<file path="src/rtl/qcd_pkg.sv">
// Package for the QOI chunk decoder: chunk tags, opcodes, sequencer states
// and the color index hash. No dependencies.
package qcd_pkg;

	localparam int PIX_W   = 32;
	localparam int TOTAL_W = 29;
	localparam int SLOT_W  = 6;
	localparam int RUN_W   = 6;

	localparam logic [7:0] TAG_RGB  = 8'hFE;
	localparam logic [7:0] TAG_RGBA = 8'hFF;

	localparam logic [1:0] OP_INDEX = 2'd0;
	localparam logic [1:0] OP_DIFF  = 2'd1;
	localparam logic [1:0] OP_LUMA  = 2'd2;
	localparam logic [1:0] OP_RUN   = 2'd3;

	localparam logic [2:0] PH_TAG  = 3'd0;
	localparam logic [2:0] PH_B1   = 3'd1;
	localparam logic [2:0] PH_B2   = 3'd2;
	localparam logic [2:0] PH_B3   = 3'd3;
	localparam logic [2:0] PH_B4   = 3'd4;

	localparam logic [PIX_W-1:0] PIX_BLACK = 32'h0000_00FF;

	typedef logic [PIX_W-1:0] pixel_t;

	typedef enum logic [1:0] {
		ST_IDLE,
		ST_READ,
		ST_EMIT,
		ST_RUN
	} qcd_state_t;

	typedef enum logic [1:0] {
		ACT_NONE,
		ACT_EMIT,
		ACT_READ,
		ACT_RUN
	} qcd_act_t;

	// Index slot of a pixel: (3r + 5g + 7b + 11a) mod 64.
	function automatic logic [SLOT_W-1:0] slot_hash(input pixel_t px);
		logic [11:0] sum;
		sum = 12'(px[31:24]) * 12'd3 + 12'(px[23:16]) * 12'd5
			+ 12'(px[15:8]) * 12'd7 + 12'(px[7:0]) * 12'd11;
		return sum[SLOT_W-1:0];
	endfunction

endpackage

</file>
<file path="src/rtl/qcd_byte_if.sv">
// Channel carrying chunk bytes into the QOI chunk decoder.
// Valid/ready handshake; no dependencies.
interface qcd_byte_if;
	logic       valid;
	logic       ready;
	logic [7:0] data_byte;
	logic       start_image;

	modport source (output valid, output data_byte, output start_image, input ready);
	modport sink (input valid, input data_byte, input start_image, output ready);
endinterface

</file>
<file path="src/rtl/qcd_pixel_if.sv">
// Channel carrying decoded RGBA pixels out of the QOI chunk decoder.
// Valid/ready handshake; no dependencies.
interface qcd_pixel_if;
	logic       valid;
	logic       ready;
	logic [7:0] red;
	logic [7:0] green;
	logic [7:0] blue;
	logic [7:0] alpha;
	logic       run_last;
	logic       image_last;

	modport source (output valid, output red, output green, output blue, output alpha,
		output run_last, output image_last, input ready);
	modport sink (input valid, input red, input green, input blue, input alpha,
		input run_last, input image_last, output ready);
endinterface

</file>
<file path="src/rtl/qoi_chunk_decoder.sv">
// QOI chunk decoder top level: byte parser, color index memory and pixel output.
// Depends on qcd_pkg, qcd_byte_if and qcd_pixel_if.
//
//   channel    dir  payload                                    transfer when
//   byte_ch    in   data_byte[7:0], start_image                valid & ready
//   pixel_ch   out  red, green, blue, alpha, run_last,         valid & ready
//                   image_last
//   cfg        in   cfg_wdata[28:0] (pixel_total)              cfg_we
//
// A byte that only completes part of a chunk leaves the sequencer in ST_IDLE. RGB,
// RGBA, DIFF and LUMA chunks go to ST_EMIT, INDEX through ST_READ first for the
// registered read of the index memory. A RUN emits its n pixels from ST_RUN.
// The output register lets the next byte transfer while a pixel waits; stalls
// on pixel_ch hold the sequencer. Reset is asynchronous; the index needs no
// clearing pass since each entry has a valid bit.
module qoi_chunk_decoder import qcd_pkg::*; #(
	parameter int INDEX_ENTRIES = 64
) (
	input  logic                clk,
	input  logic                arst_n,
	qcd_byte_if.sink            byte_ch,
	qcd_pixel_if.source         pixel_ch,
	input  logic                cfg_we,
	input  logic [TOTAL_W-1:0]  cfg_wdata
);

	localparam int IDX_AW = $clog2(INDEX_ENTRIES);

	qcd_state_t          state_q, state_nx;
	qcd_act_t            act;

	logic [TOTAL_W-1:0]  total_q;
	pixel_t              prev_q;
	logic [TOTAL_W-1:0]  left_q;
	logic [2:0]          phase_q;
	logic [7:0]          tag_q;
	logic [23:0]         partial_q;
	pixel_t              pix_q;
	logic [RUN_W-1:0]    cnt_q;
	logic [IDX_AW-1:0]   rd_addr_q;
	logic [INDEX_ENTRIES-1:0] valid_q;
	logic [INDEX_ENTRIES-1:0] valid_nx;

	pixel_t              mem [INDEX_ENTRIES];
	pixel_t              rdata_q;
	logic                mem_we;
	logic [IDX_AW-1:0]   mem_waddr;
	pixel_t              mem_wdata;
	logic [SLOT_W-1:0]   pix_slot;
	logic [SLOT_W-1:0]   prev_slot;

	logic                out_valid_q;
	pixel_t              out_pix_q;
	logic                out_run_last_q;
	logic                out_image_last_q;

	logic                take;
	logic                out_free;
	logic                emit_fire;
	logic                run_fire;

	logic [7:0]          b;
	logic                start;
	pixel_t              eff_prev;
	logic [TOTAL_W-1:0]  eff_left;
	logic [2:0]          eff_phase;
	logic [7:0]          eff_tag;
	logic [23:0]         eff_partial;
	logic [2:0]          nx_phase;
	logic [7:0]          nx_tag;
	logic [23:0]         nx_partial;
	pixel_t              new_px;
	logic [RUN_W:0]      run_len;
	logic [RUN_W-1:0]    run_n;
	logic [7:0]          dgb;
	logic [7:0]          pr, pg, pb, pa;

	assign b      = byte_ch.data_byte;
	assign start  = byte_ch.start_image;
	assign take   = byte_ch.valid && byte_ch.ready;
	assign out_free  = !out_valid_q || pixel_ch.ready;
	assign emit_fire = (state_q == ST_EMIT) && out_free;
	assign run_fire  = (state_q == ST_RUN) && out_free;
	assign pix_slot  = slot_hash(pix_q);
	assign prev_slot = slot_hash(eff_prev);

	// Chunk decode of the byte offered in the idle state.
	always_comb begin
		eff_prev    = start ? PIX_BLACK : prev_q;
		eff_left    = start ? total_q : left_q;
		eff_phase   = start ? PH_TAG : phase_q;
		eff_tag     = start ? 8'd0 : tag_q;
		eff_partial = start ? 24'd0 : partial_q;
		pr = eff_prev[31:24];
		pg = eff_prev[23:16];
		pb = eff_prev[15:8];
		pa = eff_prev[7:0];
		dgb = {2'b00, eff_tag[5:0]};
		nx_phase   = eff_phase;
		nx_tag     = eff_tag;
		nx_partial = eff_partial;
		new_px     = eff_prev;
		act        = ACT_NONE;
		run_len    = {1'b0, b[5:0]} + 7'd1;
		if (eff_left < TOTAL_W'(run_len)) begin
			run_n = eff_left[RUN_W-1:0];
		end else begin
			run_n = run_len[RUN_W-1:0];
		end
		if (eff_left == '0) begin
			nx_phase = PH_TAG;
		end else if (eff_phase == PH_TAG) begin
			if (b == TAG_RGB || b == TAG_RGBA || b[7:6] == OP_LUMA) begin
				nx_tag     = b;
				nx_phase   = PH_B1;
				nx_partial = '0;
			end else begin
				case (b[7:6])
					OP_INDEX: act = ACT_READ;
					OP_DIFF: begin
						act = ACT_EMIT;
						new_px = {pr + 8'(b[5:4]) - 8'd2, pg + 8'(b[3:2]) - 8'd2,
							pb + 8'(b[1:0]) - 8'd2, pa};
					end
					default: act = ACT_RUN;
				endcase
			end
		end else if (eff_tag == TAG_RGB || eff_tag == TAG_RGBA) begin
			case (eff_phase)
				PH_B1: begin
					nx_partial = {b, 16'd0};
					nx_phase   = PH_B2;
				end
				PH_B2: begin
					nx_partial = {eff_partial[23:16], b, 8'd0};
					nx_phase   = PH_B3;
				end
				PH_B3: begin
					nx_partial = {eff_partial[23:8], b};
					if (eff_tag == TAG_RGB) begin
						nx_phase = PH_TAG;
						act      = ACT_EMIT;
						new_px   = {eff_partial[23:8], b, pa};
					end else begin
						nx_phase = PH_B4;
					end
				end
				default: begin
					nx_phase = PH_TAG;
					act      = ACT_EMIT;
					new_px   = {eff_partial, b};
				end
			endcase
		end else begin
			// Second byte of a LUMA chunk; the green difference is biased by 32.
			nx_phase = PH_TAG;
			act      = ACT_EMIT;
			new_px   = {pr + dgb + 8'(b[7:4]) - 8'd40, pg + dgb - 8'd32,
				pb + dgb + 8'(b[3:0]) - 8'd40, pa};
		end
	end

	// Sequencer next state and memory write port.
	always_comb begin
		state_nx       = state_q;
		byte_ch.ready  = 1'b0;
		mem_we         = 1'b0;
		mem_waddr      = pix_slot[IDX_AW-1:0];
		mem_wdata      = pix_q;
		case (state_q)
			ST_IDLE: begin
				byte_ch.ready = 1'b1;
				if (byte_ch.valid) begin
					case (act)
						ACT_EMIT: state_nx = ST_EMIT;
						ACT_READ: state_nx = ST_READ;
						ACT_RUN: begin
							state_nx  = ST_RUN;
							mem_we    = 1'b1;
							mem_waddr = prev_slot[IDX_AW-1:0];
							mem_wdata = eff_prev;
						end
						default: state_nx = ST_IDLE;
					endcase
				end
			end
			ST_READ: state_nx = ST_EMIT;
			ST_EMIT: begin
				if (out_free) begin
					mem_we   = 1'b1;
					state_nx = ST_IDLE;
				end
			end
			ST_RUN: begin
				if (out_free && cnt_q == RUN_W'(1)) begin
					state_nx = ST_IDLE;
				end
			end
			default: state_nx = ST_IDLE;
		endcase
	end

	// A start of image clears every valid bit; a write in the same cycle sets its own again.
	always_comb begin
		valid_nx = valid_q;
		if (take && start) begin
			valid_nx = '0;
		end
		if (mem_we) begin
			valid_nx[mem_waddr] = 1'b1;
		end
	end

	always_ff @(posedge clk or negedge arst_n) begin
		if (!arst_n) begin
			state_q <= ST_IDLE;
		end else begin
			state_q <= state_nx;
		end
	end

	// Index memory: one write port, one registered read port.
	always_ff @(posedge clk) begin
		if (mem_we) begin
			mem[mem_waddr] <= mem_wdata;
		end
		rdata_q <= mem[b[IDX_AW-1:0]];
	end

	always_ff @(posedge clk or negedge arst_n) begin
		if (!arst_n) begin
			total_q   <= TOTAL_W'(1);
			prev_q    <= PIX_BLACK;
			left_q    <= '0;
			phase_q   <= PH_TAG;
			tag_q     <= '0;
			partial_q <= '0;
			valid_q   <= '0;
			cnt_q     <= '0;
			rd_addr_q <= '0;
			pix_q     <= '0;
		end else begin
			valid_q <= valid_nx;
			if (cfg_we) begin
				total_q <= cfg_wdata;
			end
			if (take) begin
				prev_q    <= eff_prev;
				left_q    <= eff_left;
				phase_q   <= nx_phase;
				tag_q     <= nx_tag;
				partial_q <= nx_partial;
				rd_addr_q <= b[IDX_AW-1:0];
				pix_q     <= new_px;
				cnt_q     <= run_n;
			end
			if (state_q == ST_READ) begin
				pix_q <= valid_q[rd_addr_q] ? rdata_q : '0;
			end
			if (emit_fire) begin
				prev_q <= pix_q;
				left_q <= left_q - TOTAL_W'(1);
			end
			if (run_fire) begin
				left_q <= left_q - TOTAL_W'(1);
				cnt_q  <= cnt_q - RUN_W'(1);
			end
		end
	end

	// Output register.
	always_ff @(posedge clk or negedge arst_n) begin
		if (!arst_n) begin
			out_valid_q <= 1'b0;
		end else if (emit_fire || run_fire) begin
			out_valid_q <= 1'b1;
		end else if (pixel_ch.ready) begin
			out_valid_q <= 1'b0;
		end
	end

	always_ff @(posedge clk) begin
		if (emit_fire) begin
			out_pix_q        <= pix_q;
			out_run_last_q   <= 1'b1;
			out_image_last_q <= (left_q == TOTAL_W'(1));
		end else if (run_fire) begin
			out_pix_q        <= prev_q;
			out_run_last_q   <= (cnt_q == RUN_W'(1));
			out_image_last_q <= (left_q == TOTAL_W'(1));
		end
	end

	assign pixel_ch.valid      = out_valid_q;
	assign pixel_ch.red        = out_pix_q[31:24];
	assign pixel_ch.green      = out_pix_q[23:16];
	assign pixel_ch.blue       = out_pix_q[15:8];
	assign pixel_ch.alpha      = out_pix_q[7:0];
	assign pixel_ch.run_last   = out_run_last_q;
	assign pixel_ch.image_last = out_image_last_q;

endmodule
</file>
<file path="src/flat_wrapper.sv">
// flat-port wrapper written by rule: the top's interface ports become plain ports
module qoi_chunk_decoder_flat import qcd_pkg::*;
#(
	parameter int INDEX_ENTRIES = 64
)
  (clk, arst_n, cfg_we, cfg_wdata, byte_ch_valid, byte_ch_data_byte, byte_ch_start_image, byte_ch_ready, pixel_ch_valid, pixel_ch_red, pixel_ch_green, pixel_ch_blue, pixel_ch_alpha, pixel_ch_run_last, pixel_ch_image_last, pixel_ch_ready);
  qcd_byte_if byte_ch_i ();
  qcd_pixel_if pixel_ch_i ();
  input  logic clk;
  input  logic arst_n;
  input  logic cfg_we;
  input  logic [TOTAL_W-1:0] cfg_wdata;
  input wire logic [$bits(byte_ch_i.valid)-1:0] byte_ch_valid;
  input wire logic [$bits(byte_ch_i.data_byte)-1:0] byte_ch_data_byte;
  input wire logic [$bits(byte_ch_i.start_image)-1:0] byte_ch_start_image;
  output wire logic [$bits(byte_ch_i.ready)-1:0] byte_ch_ready;
  output wire logic [$bits(pixel_ch_i.valid)-1:0] pixel_ch_valid;
  output wire logic [$bits(pixel_ch_i.red)-1:0] pixel_ch_red;
  output wire logic [$bits(pixel_ch_i.green)-1:0] pixel_ch_green;
  output wire logic [$bits(pixel_ch_i.blue)-1:0] pixel_ch_blue;
  output wire logic [$bits(pixel_ch_i.alpha)-1:0] pixel_ch_alpha;
  output wire logic [$bits(pixel_ch_i.run_last)-1:0] pixel_ch_run_last;
  output wire logic [$bits(pixel_ch_i.image_last)-1:0] pixel_ch_image_last;
  input wire logic [$bits(pixel_ch_i.ready)-1:0] pixel_ch_ready;
  assign byte_ch_i.valid = byte_ch_valid;
  assign byte_ch_i.data_byte = byte_ch_data_byte;
  assign byte_ch_i.start_image = byte_ch_start_image;
  assign byte_ch_ready = byte_ch_i.ready;
  assign pixel_ch_valid = pixel_ch_i.valid;
  assign pixel_ch_red = pixel_ch_i.red;
  assign pixel_ch_green = pixel_ch_i.green;
  assign pixel_ch_blue = pixel_ch_i.blue;
  assign pixel_ch_alpha = pixel_ch_i.alpha;
  assign pixel_ch_run_last = pixel_ch_i.run_last;
  assign pixel_ch_image_last = pixel_ch_i.image_last;
  assign pixel_ch_i.ready = pixel_ch_ready;
  qoi_chunk_decoder #(.INDEX_ENTRIES(INDEX_ENTRIES)) u_core (.clk(clk), .arst_n(arst_n), .byte_ch(byte_ch_i), .pixel_ch(pixel_ch_i), .cfg_we(cfg_we), .cfg_wdata(cfg_wdata));
endmodule
</file>
<file path="config.mk">
export PLATFORM = sky130hd
export DESIGN_NAME = qoi_chunk_decoder_flat
export DESIGN_NICKNAME = d
export VERILOG_FILES = /design/src/rtl/qcd_pkg.sv /design/src/rtl/qcd_byte_if.sv /design/src/rtl/qcd_pixel_if.sv /design/src/rtl/qoi_chunk_decoder.sv /design/src/flat_wrapper.sv
export SDC_FILE = /design/constraint.sdc
export NUM_CORES = 2
export LEC_CHECK = 0
export BUFFER_PORTS_ARGS = -buffer_cell sky130_fd_sc_hd__buf_2
export CAP_MARGIN = 20
export CORE_MARGIN = 2
export CORE_UTILIZATION = 51
export DETAILED_ROUTE_END_ITERATION = 10
export PLACE_DENSITY = 0.66
export SLEW_MARGIN = 20
export SYNTH_ARGS = -nofsm -noshare
export SYNTH_HDL_FRONTEND = slang
export SYNTH_SLANG_ARGS = --single-unit
</file>
<file path="constraint.sdc">
create_clock -name clk -period 7.15 [get_ports clk]
set_input_delay 1.0725 -clock clk [delete_from_list [all_inputs] [get_ports clk]]
set_output_delay 1.0725 -clock clk [all_outputs]
set_load 0.1 [all_outputs]
</file>
Word-level counts from Yosys, hierarchy flattened
Memories as Yosys holds them, arrays and structs flattened. A register that Yosys moved wholly into a read port is not among the register bits.
Cells that the tools add are included.
- $add $sub $neg: 23
- $mul: 8
- divide/modulo/power cells: 0
- $lt $le $gt $ge: 4
- eq/ne operators: 20
- shift operators: 0
- muxes and demuxes: 74
- bitwise gates (word level): 1
- reductions and logical operators: 24
- operators with widths (cell ; number):
    $mux 32 ; 17
    $mux 64 ; 2
    $mux 24 ; 5
    $mux 29 ; 4
    $pmux 24 s3 ; 1
    $or 64x64->64 ; 1
    $pmux 32 s2 ; 1
    $add 6x6->6 ; 6
    $mux 6 ; 6
    $eq 8x8->1 const B ; 4
    $mul 8x3->6 const B ; 4
    $mux 8 ; 4
    $eq 29x1->1 const B ; 1
    $logic_not 29->1 ; 1
    $lt 29x7->1 ; 1
    $sub 29x1->29 const B ; 1
    $add 8x2->8 ; 3
    $add 8x6->8 ; 3
    $sub 8x2->8 const B ; 3
    $sub 8x6->8 const B ; 3
    $mux 3 ; 6
    $add 8x4->8 ; 2
    $mul 8x2->6 const B ; 2
    $mul 8x4->6 const B ; 2
    29 further kinds ; 71
- bits in registers: 270
- bits in latches: 0
- bits in writable memories: 2048
- memory bits (read-only): 0
- word-level logic and storage cells: 170
- memories kept: 1
- memory list (memory ; words ; width ; read ports ; clocked after Yosys merged registers in ; wr ports ; RTL line ; source):
    u_core.mem ; 64 ; 32 ; 1 ; 1 ; 1 ; qoi_chunk_decoder.sv:44 ; pixel_t mem [INDEX_ENTRIES];

Longest topological paths before layout
- word-level depth: 17
- gate-level depth with buffers: 24
- depth with buffers taken out: 19

Least setup slack after synthesis
OpenSTA, ideal clock, no wires.
- path type: in2reg
- start point: input port byte_ch_start_image
- end point: memory u_core.mem[24][0] (netlist bit) (enable)
- library setup time: 0.421 ns
- arrival time: 7.569 ns
- data required time: 6.729 ns
- setup slack: -0.840 ns
- cell stages on the path: 21
- buffers on the path: 5
- cell sequence: buf_6 > buf_6 > buf_2 > inv_1 > clkbuf_1 > nand2_1 > fa_1 > fa_1 > fa_1 > fa_1 > fa_1 > inv_1 > ha_1 > a21o_1 > a21oi_1 > xnor2_1 > xnor2_1 > xor2_1 > o32a_2 > buf_2 > nor2_1
- word-level cells in the longest chain between the ends: 13
- elaborated cells on any way between the ends: 34
- classes of those cells: 3 x add/sub; 4 x mul; 6 x eq/ne; 17 x mux; 4 x reduce/logical
- RTL lines (what ; RTL line ; source):
    start, declared ; flat_wrapper.sv:15 ; input wire logic [$bits(byte_ch_i.start_image)-1:0] byte_ch_start_image;
    parallel branches: the longest is 13 deep, another holds $mul 8x2->6 ; -- ;
    end, declared ; qoi_chunk_decoder.sv:44 ;
Several ways; the timed one is not identified.

Worst setup path in the final report
- start point: input port byte_ch_start_image
- end point: memory u_core.mem[63][26] (netlist bit) (enable)
Same word-level chain as after synthesis.

==> results by group <==
Clocking
  • Clk buf depth: 3
  • CTS Root Cell: clkbuf_16
  • Post-cts sizing count: 0
  • Number of clock sinks: 2,350
  • TritonCTS buffer count: 224
  • Worst-path clk slew: 60 ps
  • Setup bufs post-CTS: 0
  • TritonCTS clock tree: built
  • Clock latency on the worst-skew pair: 880 ps
  • H-tree levels: 4
  • Hold buffers post-CTS: 0

Outcome
  • Status: finished clean

Logic synthesis
  • Synth top area cells: edfxtp_1 65%, mux4_2 16%, dfrtp_1 5.9%
  • Most instantiated cells after synthesis: 2,081 x edfxtp_1, 687 x mux4_2, 227 x dfrtp_1, 216 x nand2_1, 174 x nor2_1
  • Avg Cell Area, Syn: 19.9 sq um
  • Yosys warnings: 0
  • Main synth FF type: edfxtp_1
  • Yosys cell types: between 80 and 90
  • FFs w/ async S/R, synth: 10.0%
  • EDFF count, synth: 2,081
  • Top-count cell post-synth: edfxtp_1
  • Post-Syn Area: 0.0963 sq mm
  • Top cell type by total area after synthesis: edfxtp_1
  • Synth Instances: 4,833
  • Synthesized flop and latch total: about 2,400
  • Post-synth top area share: 64.9%
  • Seq/Total Area, Yosys: 71.7%
  • Post-Syn Nets: roughly 5,000

Setup path
  • Critical Path Most Common Cell: fa_1
  • CP Buf/Inv Count: 7
  • Crit path capture type: flop
  • Worst-path cell chain: buf_2, inv_1, nand2_1, inv_1, fa_1, fa_1, inv_1, fa_1, fa_1, fa_1, inv_1, ha_1, a21oi_1, xnor2_1, xnor2_1, buf_4, xnor2_1, o32a_2, nor2_4, buf_12
  • Crit path max-delay family: adder cells
  • Worst-path fanout max: 16
  • CP peak stage delay: ~660 ps
  • CP startpoint kind: input pin
  • CP max-delay cell: o32a_2
  • Req. time, crit path: 7710 ps
  • CP Class: input pin to flop
  • Crit path DAT: 6840 ps

GRT
  • Total grt overflow: 0
  • First-pass GRT wire length: 362,000 um
  • Largest net degree at the start of global routing: approximately 150
  • Initial antenna violation count: 16
  • Gr usage total: 26.4%
  • Vias in the first global route: around 49,000

Placement
  • GP Congestion: 0.941
  • Dpl cells: 7,384
  • Number of port buffers: 78
  • Post-DP HPWL: between 150,000 and 200,000 um

Final layout
  • Post-Layout Cell Count: 7,807
  • Nets: 5,325
  • Area growth, synth to finish: 14.4%
  • Share of layout cells above drive strength 1: between 20% and 30%

Timing
  • Final Hold Viols: 0
  • RSZ-0062 raised after global routing: no
  • # setup viols final: 0
  • Min Tclk post-route: between 6000 and 7000 ps
  • Count of pins over their slew limit: 0
  • Fmax: approximately 160 MHz
  • Total Neg Setup Slack: 0 ps
  • Slew at the pin closest to its max-slew limit: ~1200 ps
  • Worst Clk Skew: ~45 ps
  • Final cycle utilization of the critical path: roughly 90%
  • Max_slew headroom: a little under a quarter

Route
  • DR WL/cell: about 32 um
  • Total Wirelength: 252,000 um
  • Routed vias: ~50,000
  • # DRC: 0
  • Avg Vias per Cell: about 6.4
  • TritonRoute pass-1 iters: 7
  • Initial DRC Count: 6,631
  • Post-DRT Antenna Nets: 0

Die
  • Core Rows: 159
  • I/O Pins: 79
  • Die width: about 440 um
  • Die Ht: approximately 440 um
  • Initial Util: 51.3%
  • Area of the core: 0.188 sq mm
  • Die area: 0.192 sq mm

Min path
  • Hold WC Path Type: input pin to async pin

Run
  • Max Cap Violations: 0
state kept, by name (all words and copies together) (netlist names), 8 cells and up:
| name | flops |
|---|---|
| u_core.total_q | 29 |
| u_core.out_pix_q | 32 |
| u_core.mem | 2048 |
| u_core.pix_q | 32 |
| u_core.left_q | 29 |
| u_core.prev_q | 32 |
| u_core.tag_q | 8 |
| u_core.valid_q | 64 |
| u_core.rdata_q | 32 |
| u_core.partial_q | 24 |
placed cells by master, fill, tap and decap left out, types with 49 or more instances in the layout:
cell type,count
dfrtp_1,227
inv_1,132
ha_1,108
edfxtp_1,2081
o21ai_0,128
xnor2_1,55
buf_4,141
clkbuf_16,228
fa_1,59
mux4_2,687
mux2_2,66
nor2_4,65
buf_12,95
a22o_1,49
a21oi_1,65
buf_2,73
nor2_1,109
clkbuf_1,52
nand2_1,214
cells by family (layout without fill, tap and decap cells):
| family | after synthesis | in the layout | synth area share [%] |
|---|---|---|---|
| adders and majority gates | 167 | 167 | 2.63 |
| buffers and inverters | 394 | 867 | 1.66 |
| AOI/OAI and AO/OA | 519 | 519 | 3.69 |
| xor gates and xnor gates | 76 | 76 | 0.706 |
| other | 0 | 6 | 0 |
| and+or+nand+nor | 565 | 565 | 2.67 |
| DFF | 2350 | 2350 | 71.7 |
| muxes | 762 | 762 | 16.9 |
metrics by stage:
step | worst slack (ps) | area [sq um] | hold slack [ps] | util [%]
floorplan | -340 | 96700 | 409 | -
global route | 731 | 110000 | 223 | 58.7
CTS | 913 | 110000 | 183 | 58.7
detailed placement | 20.9 | 103000 | 440 | 54.8
finish | 873 | 110000 | 189 | 58.7
global placement | 89.5 | 103000 | 437 | 54.7
metal layers:
layer | up-vias | global-route usage, % | wire length [um]
li1 | 20400 | - | -
met1 | 26500 | 38.2 | 101000
met2 | 2557 | 41.9 | 122000
met3 | 415 | 4.41 | 21600
met4 | 8 | 7.98 | 7700
met5 | - | 0 | 56
worst paths after layout:
| kind | startpoint | endpoint | slack, ps | cells after the start |
|---|---|---|---|---|
| worst max-delay path | byte_ch_start_image | u_core.mem[63][26] | 870 | 20 |
| worst min-delay path | arst_n | u_core.left_q[23] | 190 | 1 |
| worst max register to register | u_core.prev_q[11] | u_core.mem[63][26] | 1140 | 18 |
| worst min register to register | u_core.pixel_ch.run_last | u_core.pixel_ch.run_last | 460 | 1 |
| max in group asynchronous | arst_n | u_core.prev_q[15] | 5580 | 2 |
| min in group clk | cfg_wdata[14] | u_core.total_q[14] | 440 | 2 |
cell type report:
cell class              count  area [sq um]
fillers                 13400         77400
flip-flops and latches   2350         69100
multi-input cells        2089         26600
clock buffers             287          6000
repair buffers            316          3440
well taps                2495          3120
clock inverters           130          1450
inverters                 134           503
diodes                      6          15.0
Power is left out: the tool's default activity adds up to more than one toggle a clock period on the data nets, which glitch-free logic cannot reach.
